`src/rtl/assert_macros.svh`:
```
// Assertion helpers used by the top-level RTL file.
`ifndef ASSERT_MACROS_SVH
`define ASSERT_MACROS_SVH

// Check a property on every rising edge of clk, outside reset.
`define ASSERT_CLK(label, prop, msg) \
    label: assert property (@(posedge clk) disable iff (!rst_n) (prop)) else $error(msg);

// Check an implication that must hold in the same cycle.
`define ASSERT_IMPL(label, ante, cons, msg) \
    label: assert property (@(posedge clk) disable iff (!rst_n) (ante) |-> (cons)) \
        else $error(msg);

// Check an implication that must hold in the next cycle.
`define ASSERT_NEXT(label, ante, cons, msg) \
    label: assert property (@(posedge clk) disable iff (!rst_n) (ante) |=> (cons)) \
        else $error(msg);

`endif

```
`src/rtl/mbrtu_pkg.sv`:
```
// ----------------------------------------------------------------------------
// mbrtu_pkg
// Types, codes and the CRC-16 byte update for the Modbus RTU read master.
// ----------------------------------------------------------------------------
package mbrtu_pkg;

    // Input operation codes
    typedef enum logic [1:0] {
        OP_START   = 2'd0,
        OP_RX_BYTE = 2'd1,
        OP_TIMEOUT = 2'd2
    } mbrtu_op_t;

    // Result kinds
    localparam logic KIND_TX   = 1'b0;
    localparam logic KIND_DONE = 1'b1;

    // Configuration register indexes
    localparam int unsigned CFG_INDEX_W = 1;
    localparam logic [CFG_INDEX_W-1:0] CFG_SLAVE_ADDRESS = 1'b0;
    localparam logic [CFG_INDEX_W-1:0] CFG_MAX_ATTEMPTS  = 1'b1;
    localparam int unsigned CFG_DATA_W = 8;

    // Reset values of the configuration registers
    localparam logic [7:0] SLAVE_ADDRESS_RESET = 8'd1;
    localparam logic [2:0] MAX_ATTEMPTS_RESET  = 3'd3;

    // Protocol constants
    localparam logic [7:0]  FUNC_READ_HOLDING  = 8'h03;
    localparam logic [7:0]  BYTE_COUNT_ONE_REG = 8'h02;
    localparam logic [15:0] REG_COUNT_ONE      = 16'h0001;
    localparam logic [15:0] CRC_INIT           = 16'hFFFF;
    localparam logic [15:0] CRC_POLY           = 16'hA001;

    // Positions within the response frame
    localparam logic [2:0] RX_POS_ADDR   = 3'd0;
    localparam logic [2:0] RX_POS_FUNC   = 3'd1;
    localparam logic [2:0] RX_POS_COUNT  = 3'd2;
    localparam logic [2:0] RX_POS_VAL_HI = 3'd3;
    localparam logic [2:0] RX_POS_VAL_LO = 3'd4;
    localparam logic [2:0] RX_POS_CRC_LO = 3'd5;
    localparam logic [2:0] RX_POS_CRC_HI = 3'd6;

    // Positions within the request frame
    localparam logic [2:0] TX_POS_ADDR   = 3'd0;
    localparam logic [2:0] TX_POS_FUNC   = 3'd1;
    localparam logic [2:0] TX_POS_REG_HI = 3'd2;
    localparam logic [2:0] TX_POS_REG_LO = 3'd3;
    localparam logic [2:0] TX_POS_CNT_HI = 3'd4;
    localparam logic [2:0] TX_POS_CNT_LO = 3'd5;
    localparam logic [2:0] TX_POS_CRC_LO = 3'd6;
    localparam logic [2:0] TX_POS_CRC_HI = 3'd7;

    // Command from the transaction control to the result emitter
    typedef struct packed {
        logic        load;
        logic        finish;
        logic        success;
        logic [15:0] value;
        logic [7:0]  slave;
        logic [15:0] register_address;
    } mbrtu_emit_cmd_t;

    // CRC-16/Modbus update by one byte (reflected, LSB first)
    function automatic logic [15:0] crc_byte(input logic [15:0] crc_in, input logic [7:0] b);
        logic [15:0] c;
        c = crc_in ^ {8'h00, b};
        for (int i = 0; i < 8; i++) begin
            c = c[0] ? ((c >> 1) ^ CRC_POLY) : (c >> 1);
        end
        return c;
    endfunction

endpackage

```
`src/rtl/mbrtu_if.sv`:
```
// ----------------------------------------------------------------------------
// mbrtu_in_if / mbrtu_out_if
// Valid/ready channels for input items and result items.
// ----------------------------------------------------------------------------
interface mbrtu_in_if;
    logic        valid;
    logic        ready;
    logic [1:0]  operation;
    logic [15:0] register_address;
    logic [7:0]  rx_byte;

    modport source (output valid, output operation, output register_address,
                    output rx_byte, input ready);
    modport sink   (input valid, input operation, input register_address,
                    input rx_byte, output ready);
endinterface

interface mbrtu_out_if;
    logic        valid;
    logic        ready;
    logic        kind;
    logic [7:0]  tx_byte;
    logic        last;
    logic        success;
    logic [15:0] value;

    modport source (output valid, output kind, output tx_byte, output last,
                    output success, output value, input ready);
    modport sink   (input valid, input kind, input tx_byte, input last,
                    input success, input value, output ready);
endinterface

```
`src/rtl/mbrtu_emit.sv`:
```
// ----------------------------------------------------------------------------
// mbrtu_emit
// Result register: sends a request frame byte by byte with the CRC built
// one byte per transfer, or a single finish result.
// ----------------------------------------------------------------------------
module mbrtu_emit (
    input  logic                      clk,
    input  logic                      rst_n,
    input  mbrtu_pkg::mbrtu_emit_cmd_t cmd,
    output logic                      free,
    mbrtu_out_if.source               rsp
);

    logic        valid_reg;
    logic        finish_reg;
    logic        success_reg;
    logic [15:0] value_reg;
    logic [7:0]  slave_reg;
    logic [15:0] register_reg;
    logic [2:0]  idx_reg;
    logic [15:0] crc_reg;

    logic [7:0]  cur_byte;
    logic        cur_last;
    logic        xfer;

    // Select the frame byte at the current position
    always_comb
    begin
        unique case (idx_reg)
            mbrtu_pkg::TX_POS_ADDR:   cur_byte = slave_reg;
            mbrtu_pkg::TX_POS_FUNC:   cur_byte = mbrtu_pkg::FUNC_READ_HOLDING;
            mbrtu_pkg::TX_POS_REG_HI: cur_byte = register_reg[15:8];
            mbrtu_pkg::TX_POS_REG_LO: cur_byte = register_reg[7:0];
            mbrtu_pkg::TX_POS_CNT_HI: cur_byte = mbrtu_pkg::REG_COUNT_ONE[15:8];
            mbrtu_pkg::TX_POS_CNT_LO: cur_byte = mbrtu_pkg::REG_COUNT_ONE[7:0];
            mbrtu_pkg::TX_POS_CRC_LO: cur_byte = crc_reg[7:0];
            mbrtu_pkg::TX_POS_CRC_HI: cur_byte = crc_reg[15:8];
        endcase
    end

    assign cur_last = finish_reg || (idx_reg == mbrtu_pkg::TX_POS_CRC_HI);
    assign xfer     = valid_reg && rsp.ready;
    assign free     = !valid_reg || (rsp.ready && cur_last);

    // Drive the result fields
    assign rsp.valid   = valid_reg;
    assign rsp.kind    = finish_reg ? mbrtu_pkg::KIND_DONE : mbrtu_pkg::KIND_TX;
    assign rsp.tx_byte = finish_reg ? 8'h00 : cur_byte;
    assign rsp.last    = cur_last;
    assign rsp.success = finish_reg && success_reg;
    assign rsp.value   = (finish_reg && success_reg) ? value_reg : 16'h0000;

    // Hold the valid flag
    always_ff @(posedge clk or negedge rst_n)
    begin
        if (!rst_n)
        begin
            valid_reg <= 1'b0;
        end
        else if (free)
        begin
            valid_reg <= cmd.load;
        end
    end

    // Load a new command or advance through the frame
    always_ff @(posedge clk)
    begin
        if (free && cmd.load)
        begin
            finish_reg   <= cmd.finish;
            success_reg  <= cmd.success;
            value_reg    <= cmd.value;
            slave_reg    <= cmd.slave;
            register_reg <= cmd.register_address;
            idx_reg      <= mbrtu_pkg::TX_POS_ADDR;
            crc_reg      <= mbrtu_pkg::CRC_INIT;
        end
        else if (xfer && !cur_last)
        begin
            idx_reg <= idx_reg + 3'd1;
            if (idx_reg < mbrtu_pkg::TX_POS_CRC_LO)
            begin
                crc_reg <= mbrtu_pkg::crc_byte(crc_reg, cur_byte);
            end
        end
    end

endmodule

```
`src/rtl/modbus_rtu_register_read_master_top.sv`:
```
// ----------------------------------------------------------------------------
// modbus_rtu_register_read_master_top
// Modbus RTU master that reads one holding register and checks the response.
// ----------------------------------------------------------------------------
// Each input item's state update is done in the cycle the item is taken; a
// start or retry yields eight request bytes (slave address, 0x03, register,
// count 0x0001, CRC low then high) delivered one per cycle from the result
// register while rsp.ready is high; that register builds the CRC one byte per
// transfer; a finish yields one result. Items that cause no result are taken
// every cycle while the result register is free. A new item is taken in the
// cycle the last result of the previous one transfers.
// No clearing pass is needed after reset.
module modbus_rtu_register_read_master_top (
    input  logic                                  clk,
    input  logic                                  rst_n,
    input  logic                                  wr_en,
    input  logic [mbrtu_pkg::CFG_INDEX_W-1:0]     wr_index,
    input  logic [mbrtu_pkg::CFG_DATA_W-1:0]      wr_data,
    mbrtu_in_if.sink                              req,
    mbrtu_out_if.source                           rsp
);

    `include "assert_macros.svh"

    // Configuration registers
    logic [7:0]  slave_address_reg;
    logic [2:0]  max_attempts_reg;

    // Transaction state
    logic        busy_reg,         busy_next;
    logic [2:0]  attempt_count_reg, attempt_count_next;
    logic [2:0]  rx_count_reg,     rx_count_next;
    logic [15:0] latched_reg,      latched_next;
    logic [15:0] running_crc_reg,  running_crc_next;
    logic        header_good_reg,  header_good_next;
    logic [15:0] value_hold_reg,   value_hold_next;
    logic [7:0]  crc_low_hold_reg, crc_low_hold_next;

    mbrtu_pkg::mbrtu_emit_cmd_t cmd;
    logic                       emit_free;
    logic                       fire;
    logic                       frame_good;

    assign req.ready = emit_free;
    assign fire      = req.valid && req.ready;

    // Write configuration registers
    always_ff @(posedge clk or negedge rst_n)
    begin
        if (!rst_n)
        begin
            slave_address_reg <= mbrtu_pkg::SLAVE_ADDRESS_RESET;
            max_attempts_reg  <= mbrtu_pkg::MAX_ATTEMPTS_RESET;
        end
        else if (wr_en)
        begin
            unique case (wr_index)
                mbrtu_pkg::CFG_SLAVE_ADDRESS: slave_address_reg <= wr_data[7:0];
                mbrtu_pkg::CFG_MAX_ATTEMPTS:  max_attempts_reg  <= wr_data[2:0];
            endcase
        end
    end

    assign frame_good = header_good_reg
                     && (running_crc_reg == {req.rx_byte, crc_low_hold_reg});

    // Decode the accepted item, update state and issue results
    always_comb
    begin
        logic clear;
        logic retry;

        busy_next          = busy_reg;
        attempt_count_next = attempt_count_reg;
        rx_count_next      = rx_count_reg;
        latched_next       = latched_reg;
        running_crc_next   = running_crc_reg;
        header_good_next   = header_good_reg;
        value_hold_next    = value_hold_reg;
        crc_low_hold_next  = crc_low_hold_reg;

        cmd.load             = 1'b0;
        cmd.finish           = 1'b0;
        cmd.success          = 1'b0;
        cmd.value            = value_hold_reg;
        cmd.slave            = slave_address_reg;
        cmd.register_address = latched_reg;

        clear = 1'b0;
        retry = 1'b0;

        if (fire)
        begin
            unique case (req.operation)
                mbrtu_pkg::OP_START:
                begin
                    if (!busy_reg)
                    begin
                        busy_next            = 1'b1;
                        latched_next         = req.register_address;
                        attempt_count_next   = 3'd1;
                        cmd.load             = 1'b1;
                        cmd.register_address = req.register_address;
                        clear                = 1'b1;
                    end
                end
                mbrtu_pkg::OP_TIMEOUT:
                begin
                    retry = busy_reg;
                end
                mbrtu_pkg::OP_RX_BYTE:
                begin
                    if (busy_reg)
                    begin
                        // Check header bytes and collect value and CRC
                        unique case (rx_count_reg)
                            mbrtu_pkg::RX_POS_ADDR:
                                if (req.rx_byte != slave_address_reg)
                                    header_good_next = 1'b0;
                            mbrtu_pkg::RX_POS_FUNC:
                                if (req.rx_byte != mbrtu_pkg::FUNC_READ_HOLDING)
                                    header_good_next = 1'b0;
                            mbrtu_pkg::RX_POS_COUNT:
                                if (req.rx_byte != mbrtu_pkg::BYTE_COUNT_ONE_REG)
                                    header_good_next = 1'b0;
                            mbrtu_pkg::RX_POS_VAL_HI:
                                value_hold_next = {req.rx_byte, 8'h00};
                            mbrtu_pkg::RX_POS_VAL_LO:
                                value_hold_next = {value_hold_reg[15:8], req.rx_byte};
                            mbrtu_pkg::RX_POS_CRC_LO:
                                crc_low_hold_next = req.rx_byte;
                            default:
                                ;
                        endcase
                        if (rx_count_reg < mbrtu_pkg::RX_POS_CRC_LO)
                        begin
                            running_crc_next = mbrtu_pkg::crc_byte(running_crc_reg, req.rx_byte);
                        end
                        if (rx_count_reg < mbrtu_pkg::RX_POS_CRC_HI)
                        begin
                            rx_count_next = rx_count_reg + 3'd1;
                        end
                        else if (frame_good)
                        begin
                            busy_next   = 1'b0;
                            clear       = 1'b1;
                            cmd.load    = 1'b1;
                            cmd.finish  = 1'b1;
                            cmd.success = 1'b1;
                        end
                        else
                        begin
                            retry = 1'b1;
                        end
                    end
                end
                default:
                    ;
            endcase

            // Resend the request or give up
            if (retry)
            begin
                clear    = 1'b1;
                cmd.load = 1'b1;
                if (attempt_count_reg < max_attempts_reg)
                begin
                    attempt_count_next = attempt_count_reg + 3'd1;
                end
                else
                begin
                    busy_next  = 1'b0;
                    cmd.finish = 1'b1;
                end
            end

            // Drop the partial response
            if (clear)
            begin
                rx_count_next     = mbrtu_pkg::RX_POS_ADDR;
                running_crc_next  = mbrtu_pkg::CRC_INIT;
                header_good_next  = 1'b1;
                value_hold_next   = 16'h0000;
                crc_low_hold_next = 8'h00;
            end
        end
    end

    // Hold transaction state
    always_ff @(posedge clk or negedge rst_n)
    begin
        if (!rst_n)
        begin
            busy_reg          <= 1'b0;
            attempt_count_reg <= 3'd0;
            rx_count_reg      <= mbrtu_pkg::RX_POS_ADDR;
            latched_reg       <= 16'h0000;
            running_crc_reg   <= mbrtu_pkg::CRC_INIT;
            header_good_reg   <= 1'b1;
            value_hold_reg    <= 16'h0000;
            crc_low_hold_reg  <= 8'h00;
        end
        else
        begin
            busy_reg          <= busy_next;
            attempt_count_reg <= attempt_count_next;
            rx_count_reg      <= rx_count_next;
            latched_reg       <= latched_next;
            running_crc_reg   <= running_crc_next;
            header_good_reg   <= header_good_next;
            value_hold_reg    <= value_hold_next;
            crc_low_hold_reg  <= crc_low_hold_next;
        end
    end

    mbrtu_emit u_emit (
        .clk   (clk),
        .rst_n (rst_n),
        .cmd   (cmd),
        .free  (emit_free),
        .rsp   (rsp)
    );

    // Checks
    `ASSERT_NEXT(a_start_sets_busy,
        fire && (req.operation == mbrtu_pkg::OP_START) && !busy_reg,
        busy_reg && rsp.valid && (rsp.kind == mbrtu_pkg::KIND_TX),
        "start from idle did not begin a request")
    `ASSERT_IMPL(a_finish_when_idle,
        rsp.valid && (rsp.kind == mbrtu_pkg::KIND_DONE), !busy_reg,
        "finish result shown while a transaction is open")
    `ASSERT_IMPL(a_busy_has_attempt, busy_reg, attempt_count_reg != 3'd0,
        "open transaction without a counted attempt")
    `ASSERT_CLK(a_rx_count_range, rx_count_reg != 3'd7,
        "response byte counter out of range")

endmodule
```
`src/flat_wrapper.sv`:
```
// flat-port wrapper written by rule: the top's interface ports become plain ports
module modbus_rtu_register_read_master_top_flat 
  (clk, rst_n, wr_en, wr_index, wr_data, req_valid, req_operation, req_register_address, req_rx_byte, req_ready, rsp_valid, rsp_kind, rsp_tx_byte, rsp_last, rsp_success, rsp_value, rsp_ready);
  mbrtu_in_if req_i ();
  mbrtu_out_if rsp_i ();
  input  logic clk;
  input  logic rst_n;
  input  logic wr_en;
  input  logic [mbrtu_pkg::CFG_INDEX_W-1:0] wr_index;
  input  logic [mbrtu_pkg::CFG_DATA_W-1:0] wr_data;
  input wire logic [$bits(req_i.valid)-1:0] req_valid;
  input wire logic [$bits(req_i.operation)-1:0] req_operation;
  input wire logic [$bits(req_i.register_address)-1:0] req_register_address;
  input wire logic [$bits(req_i.rx_byte)-1:0] req_rx_byte;
  output wire logic [$bits(req_i.ready)-1:0] req_ready;
  output wire logic [$bits(rsp_i.valid)-1:0] rsp_valid;
  output wire logic [$bits(rsp_i.kind)-1:0] rsp_kind;
  output wire logic [$bits(rsp_i.tx_byte)-1:0] rsp_tx_byte;
  output wire logic [$bits(rsp_i.last)-1:0] rsp_last;
  output wire logic [$bits(rsp_i.success)-1:0] rsp_success;
  output wire logic [$bits(rsp_i.value)-1:0] rsp_value;
  input wire logic [$bits(rsp_i.ready)-1:0] rsp_ready;
  assign req_i.valid = req_valid;
  assign req_i.operation = req_operation;
  assign req_i.register_address = req_register_address;
  assign req_i.rx_byte = req_rx_byte;
  assign req_ready = req_i.ready;
  assign rsp_valid = rsp_i.valid;
  assign rsp_kind = rsp_i.kind;
  assign rsp_tx_byte = rsp_i.tx_byte;
  assign rsp_last = rsp_i.last;
  assign rsp_success = rsp_i.success;
  assign rsp_value = rsp_i.value;
  assign rsp_i.ready = rsp_ready;
  modbus_rtu_register_read_master_top u_core (.clk(clk), .rst_n(rst_n), .wr_en(wr_en), .wr_index(wr_index), .wr_data(wr_data), .req(req_i), .rsp(rsp_i));
endmodule
```
`config.mk`:
```
export PLATFORM = sky130hd
export DESIGN_NAME = modbus_rtu_register_read_master_top_flat
export DESIGN_NICKNAME = d
export VERILOG_FILES = /design/src/rtl/mbrtu_pkg.sv /design/src/rtl/mbrtu_if.sv /design/src/rtl/mbrtu_emit.sv /design/src/rtl/modbus_rtu_register_read_master_top.sv /design/src/flat_wrapper.sv
export VERILOG_INCLUDE_DIRS = /design/src /design/src/rtl
export SDC_FILE = /design/constraint.sdc
export NUM_CORES = 1
export LEC_CHECK = 0
export BUFFER_PORTS_ARGS = -buffer_cell sky130_fd_sc_hd__buf_4
export CAP_MARGIN = 10
export CELL_PAD_IN_SITES_DETAIL_PLACEMENT = 1
export CELL_PAD_IN_SITES_GLOBAL_PLACEMENT = 1
export CORE_MARGIN = 4
export CORE_UTILIZATION = 35
export DETAILED_ROUTE_END_ITERATION = 10
export PLACE_DENSITY_LB_ADDON = 0.1
export SLEW_MARGIN = 40
export SYNTH_ARGS = -nofsm -noshare
export SYNTH_HDL_FRONTEND = slang
export SYNTH_SLANG_ARGS = --single-unit
```
`constraint.sdc`:
```
create_clock -name clk -period 5.6 [get_ports clk]
set_input_delay 1.12 -clock clk [delete_from_list [all_inputs] [get_ports clk]]
set_output_delay 1.12 -clock clk [all_outputs]
set_load 0.1 [all_outputs]
```
==> qor.txt <==
outcome = finished, final reports clean
type of the worst min-delay path = reg -> reg
most used flip-flop cell after synthesis = sky130_fd_sc_hd__dfrtp_1
post-synthesis sequential element count = 137
Async SR Flop Fraction = 55.5%
crit end category = primary output
post-synthesis instance area = 6710 um2
critical path peak fanout = 24
clock tree sinks = 137
power density of the placed cells = 622 nW/um2
Syn Inst Count = 598
count of hold buffers inserted by post-cts repair = 0
Post-CTS Setup Bufs = 0
synth top area cells = sky130_fd_sc_hd__dfrtp_1 (21%), sky130_fd_sc_hd__edfxtp_1 (19%), sky130_fd_sc_hd__dfstp_2 (7.8%)
number of diodes = 0
Post-CTS Resized = 0
number of placed I/O pins = 69
weighted congestion at the end of routability-driven global placement = 0.819
core area = 18800 um2
Top Family by Delay on Critical Path = simple AND/OR/NAND/NOR gates
maximum achievable frequency = 241 MHz
drt first pass iters = 4
net count of the mapped netlist = 655
max incr delay on CP = 0.60 ns
Critical Path Start Type = register
sum of net half-perimeters after detailed placement = 12800 um
vias after detailed routing = 4589
Min Clock Period, post-route = 4.15 ns
Max-slew headroom = 45.4%
Total Power Consumption = 0.00498 W
wire length per cell = 19.4 um
row count = 50
Post-DRT Antenna Nets = 0
Least-Margin Pin Slew = 0.816 ns
CP bufs+invs = 2
global-route usage over all layers = 17.1%
final setup violating endpoints = 0
data arrival at the endpoint of the critical path = 3.03 ns
fin crit share = 74.1%
Post-Synthesis Mean Instance Area = 11.2 um2
number of antenna violations at the first check in global routing = 0
number of DRC markers after the initial detailed-route iteration = 223
Nets = 715
clock root cell = sky130_fd_sc_hd__clkbuf_16
required time of the critical path = 4.48 ns
Peak supply drop = 0.394 mV
number of synthesized flops with an enable pin = 42
number of distinct library cells after synthesis = 57
largest net degree at the start of global routing = 77
wire length of the first global-routing pass = 28800 um
drt drc = 0
TritonCTS clock tree = built
height of the die = 146 um
ratio of cells with drive above 1 in the final layout = 24.6%
unrepaired setup endpoints after global routing = no
layout-stage area growth over the synthesis result = 19.3%
series of cell instances along the critical path = inv_1, ha_1, nor4_4, nand2_4, a311oi_1, buf_4
Total Neg Setup Slack = 0 ns
Slowest-stage cell, CP = sky130_fd_sc_hd__dfxtp_1
H-Tree Depth = 4
vias in the first global route = 4942
sequential fraction of the synthesis area = 53.2%
routed via count divided by cell count = 5.07
dominant cell type by area after synthesis = sky130_fd_sc_hd__dfrtp_1
Worst Clk Skew = 0.0207 ns
number of warnings reported in the yosys synthesis log = 0
Port-buffer cells = 68
gr ovfl total = 0
overall die area = 21400 um2
CP Class = reg -> out
overall die width = 146 um
portion of synthesized cell area occupied by the leading cell type = 20.9%
clock transition at the registers of the reported paths = 0.06 ns
clock latency on the worst-skew pair = 0.43 ns
max-slew violation total from the final report = 0
Detailed Route WL = 17600 um
max-cap viol count = 0
effective utilization at floorplan = 35.7%
number of buffers created by CTS = 17
total leakage power = 3.42 nW
total count of hold-check failures in the final report = 0
number of buffers on the longest clock path = 2
## Yosys cell counts, drive strengths merged, types with 2 or more instances
library cell	number
nand2	74
dfrtp	56
xnor2	50
edfxtp	42
nor2	42
mux2	29
nand3	29
a21oi	22
dfstp	20
mux2i	20
dfxtp	19
inv	19
o21ai	18
and3	17
ha	17
buf	16
clkbuf	15
xor2	12
a31oi	9
a22o	8
o211ai	7
o21a	6
nor2b	5
a222oi	4
a311oi	4
and2	4
nand4	4
o2bb2ai	4
nand2b	3
nor4	3
o2111ai	3
a21o	2
a22oi	2
nand3b	2
nor3	2
## cells in the final DEF, fill, tap and decap left out, types with 9 or more instances in the layout
| master | netlist | routed |
|---|---|---|
| sky130_fd_sc_hd__a21oi_1 | 21 | 20 |
| sky130_fd_sc_hd__a31oi_1 | 9 | 9 |
| sky130_fd_sc_hd__and3_1 | 17 | 17 |
| sky130_fd_sc_hd__buf_4 | 2 | 70 |
| sky130_fd_sc_hd__clkbuf_16 | 0 | 17 |
| sky130_fd_sc_hd__dfrtp_1 | 56 | 56 |
| sky130_fd_sc_hd__dfstp_2 | 20 | 20 |
| sky130_fd_sc_hd__dfxtp_1 | 19 | 19 |
| sky130_fd_sc_hd__edfxtp_1 | 42 | 42 |
| sky130_fd_sc_hd__ha_1 | 17 | 17 |
| sky130_fd_sc_hd__inv_1 | 18 | 18 |
| sky130_fd_sc_hd__mux2_2 | 21 | 21 |
| sky130_fd_sc_hd__mux2i_1 | 16 | 16 |
| sky130_fd_sc_hd__nand2_1 | 73 | 73 |
| sky130_fd_sc_hd__nand3_1 | 29 | 29 |
| sky130_fd_sc_hd__nor2_1 | 42 | 42 |
| sky130_fd_sc_hd__o21ai_1 | 14 | 13 |
| sky130_fd_sc_hd__xnor2_1 | 48 | 48 |
## logic make-up after synthesis
family / Yosys count / share of synthesized area [%]
simple gates: 188 / 13.1
flops: 137 / 53.2
fa+ha+maj: 17 / 3.17
compound gates: 94 / 9.66
buf+inv: 50 / 3.45
xor+xnor: 63 / 9.12
mux: 49 / 8.34
## worst register-to-register path: stages, from the launching register on
cell and delay [ns]:
sky130_fd_sc_hd__dfxtp_1 0.60, sky130_fd_sc_hd__ha_1 0.52, sky130_fd_sc_hd__or2_1 0.21, sky130_fd_sc_hd__nand2_1 0.07
sky130_fd_sc_hd__nand2_1 0.14, sky130_fd_sc_hd__and2_1 0.41, sky130_fd_sc_hd__nand2_1 0.51, sky130_fd_sc_hd__inv_4 0.65
## routing by layer
layer / global-route usage, % / share of wire [%]
met5: 0 / 0
met4: 5.17 / 0.92
met3: 3.63 / 3.6
met2: 24.8 / 44
met1: 25.6 / 52
## cell type report
| class | instances | area (um2) |
|---|---|---|
| flip-flops and latches | 137 | 3570 |
| clock inverters | 14 | 164 |
| fillers | 2042 | 10800 |
| well taps | 234 | 293 |
| clock buffers | 18 | 429 |
| repair buffers | 72 | 548 |
| multi-input cells | 411 | 2930 |
| inverters | 19 | 73.8 |
## stage by stage
stage / hold slack, ns / utilization, % / setup slack (ns) / std cells / cell area [um2]
floorplan: 0.425 / - / 0.575 / 598 / 6710
global placement: 0.433 / 39.3 / 1.38 / 872 / 7380
detailed placement: 0.435 / 39.5 / 1.61 / 873 / 7410
CTS: 0.450 / 42.6 / 1.40 / 905 / 8000
global route: 0.466 / 42.6 / 1.20 / 905 / 8000
finish: 0.446 / 42.6 / 1.45 / 905 / 8000
## worst paths after layout
| check | from | end | slack (ns) | cells past startpoint |
|---|---|---|---|---|
| worst min register to register | u_core.value_hold_reg[15] | u_core.u_emit.value_reg[15] | 0.45 | 0 |
| max in group asynchronous | rst_n | u_core.rx_count_reg[1] | 4.37 | 1 |
| worst min-delay path | u_core.value_hold_reg[15] | u_core.u_emit.value_reg[15] | 0.45 | 0 |
| worst max-delay path | u_core.u_emit.idx_reg[2] | rsp_tx_byte[2] | 1.45 | 6 |
| worst max register to register | u_core.u_emit.idx_reg[2] | u_core.u_emit.value_reg[3] | 2.09 | 7 |
| min in group asynchronous | rst_n | u_core.value_hold_reg[1] | 0.73 | 1 |
## where the power goes
group	switching [W]	total, W	internal, W
Clock	0.000465	0.00113	0.000667
Combinational	0.00121	0.00216	0.000953
Sequential	0.000286	0.00169	0.00140
Note: power is estimated with default switching activity, not from simulation.
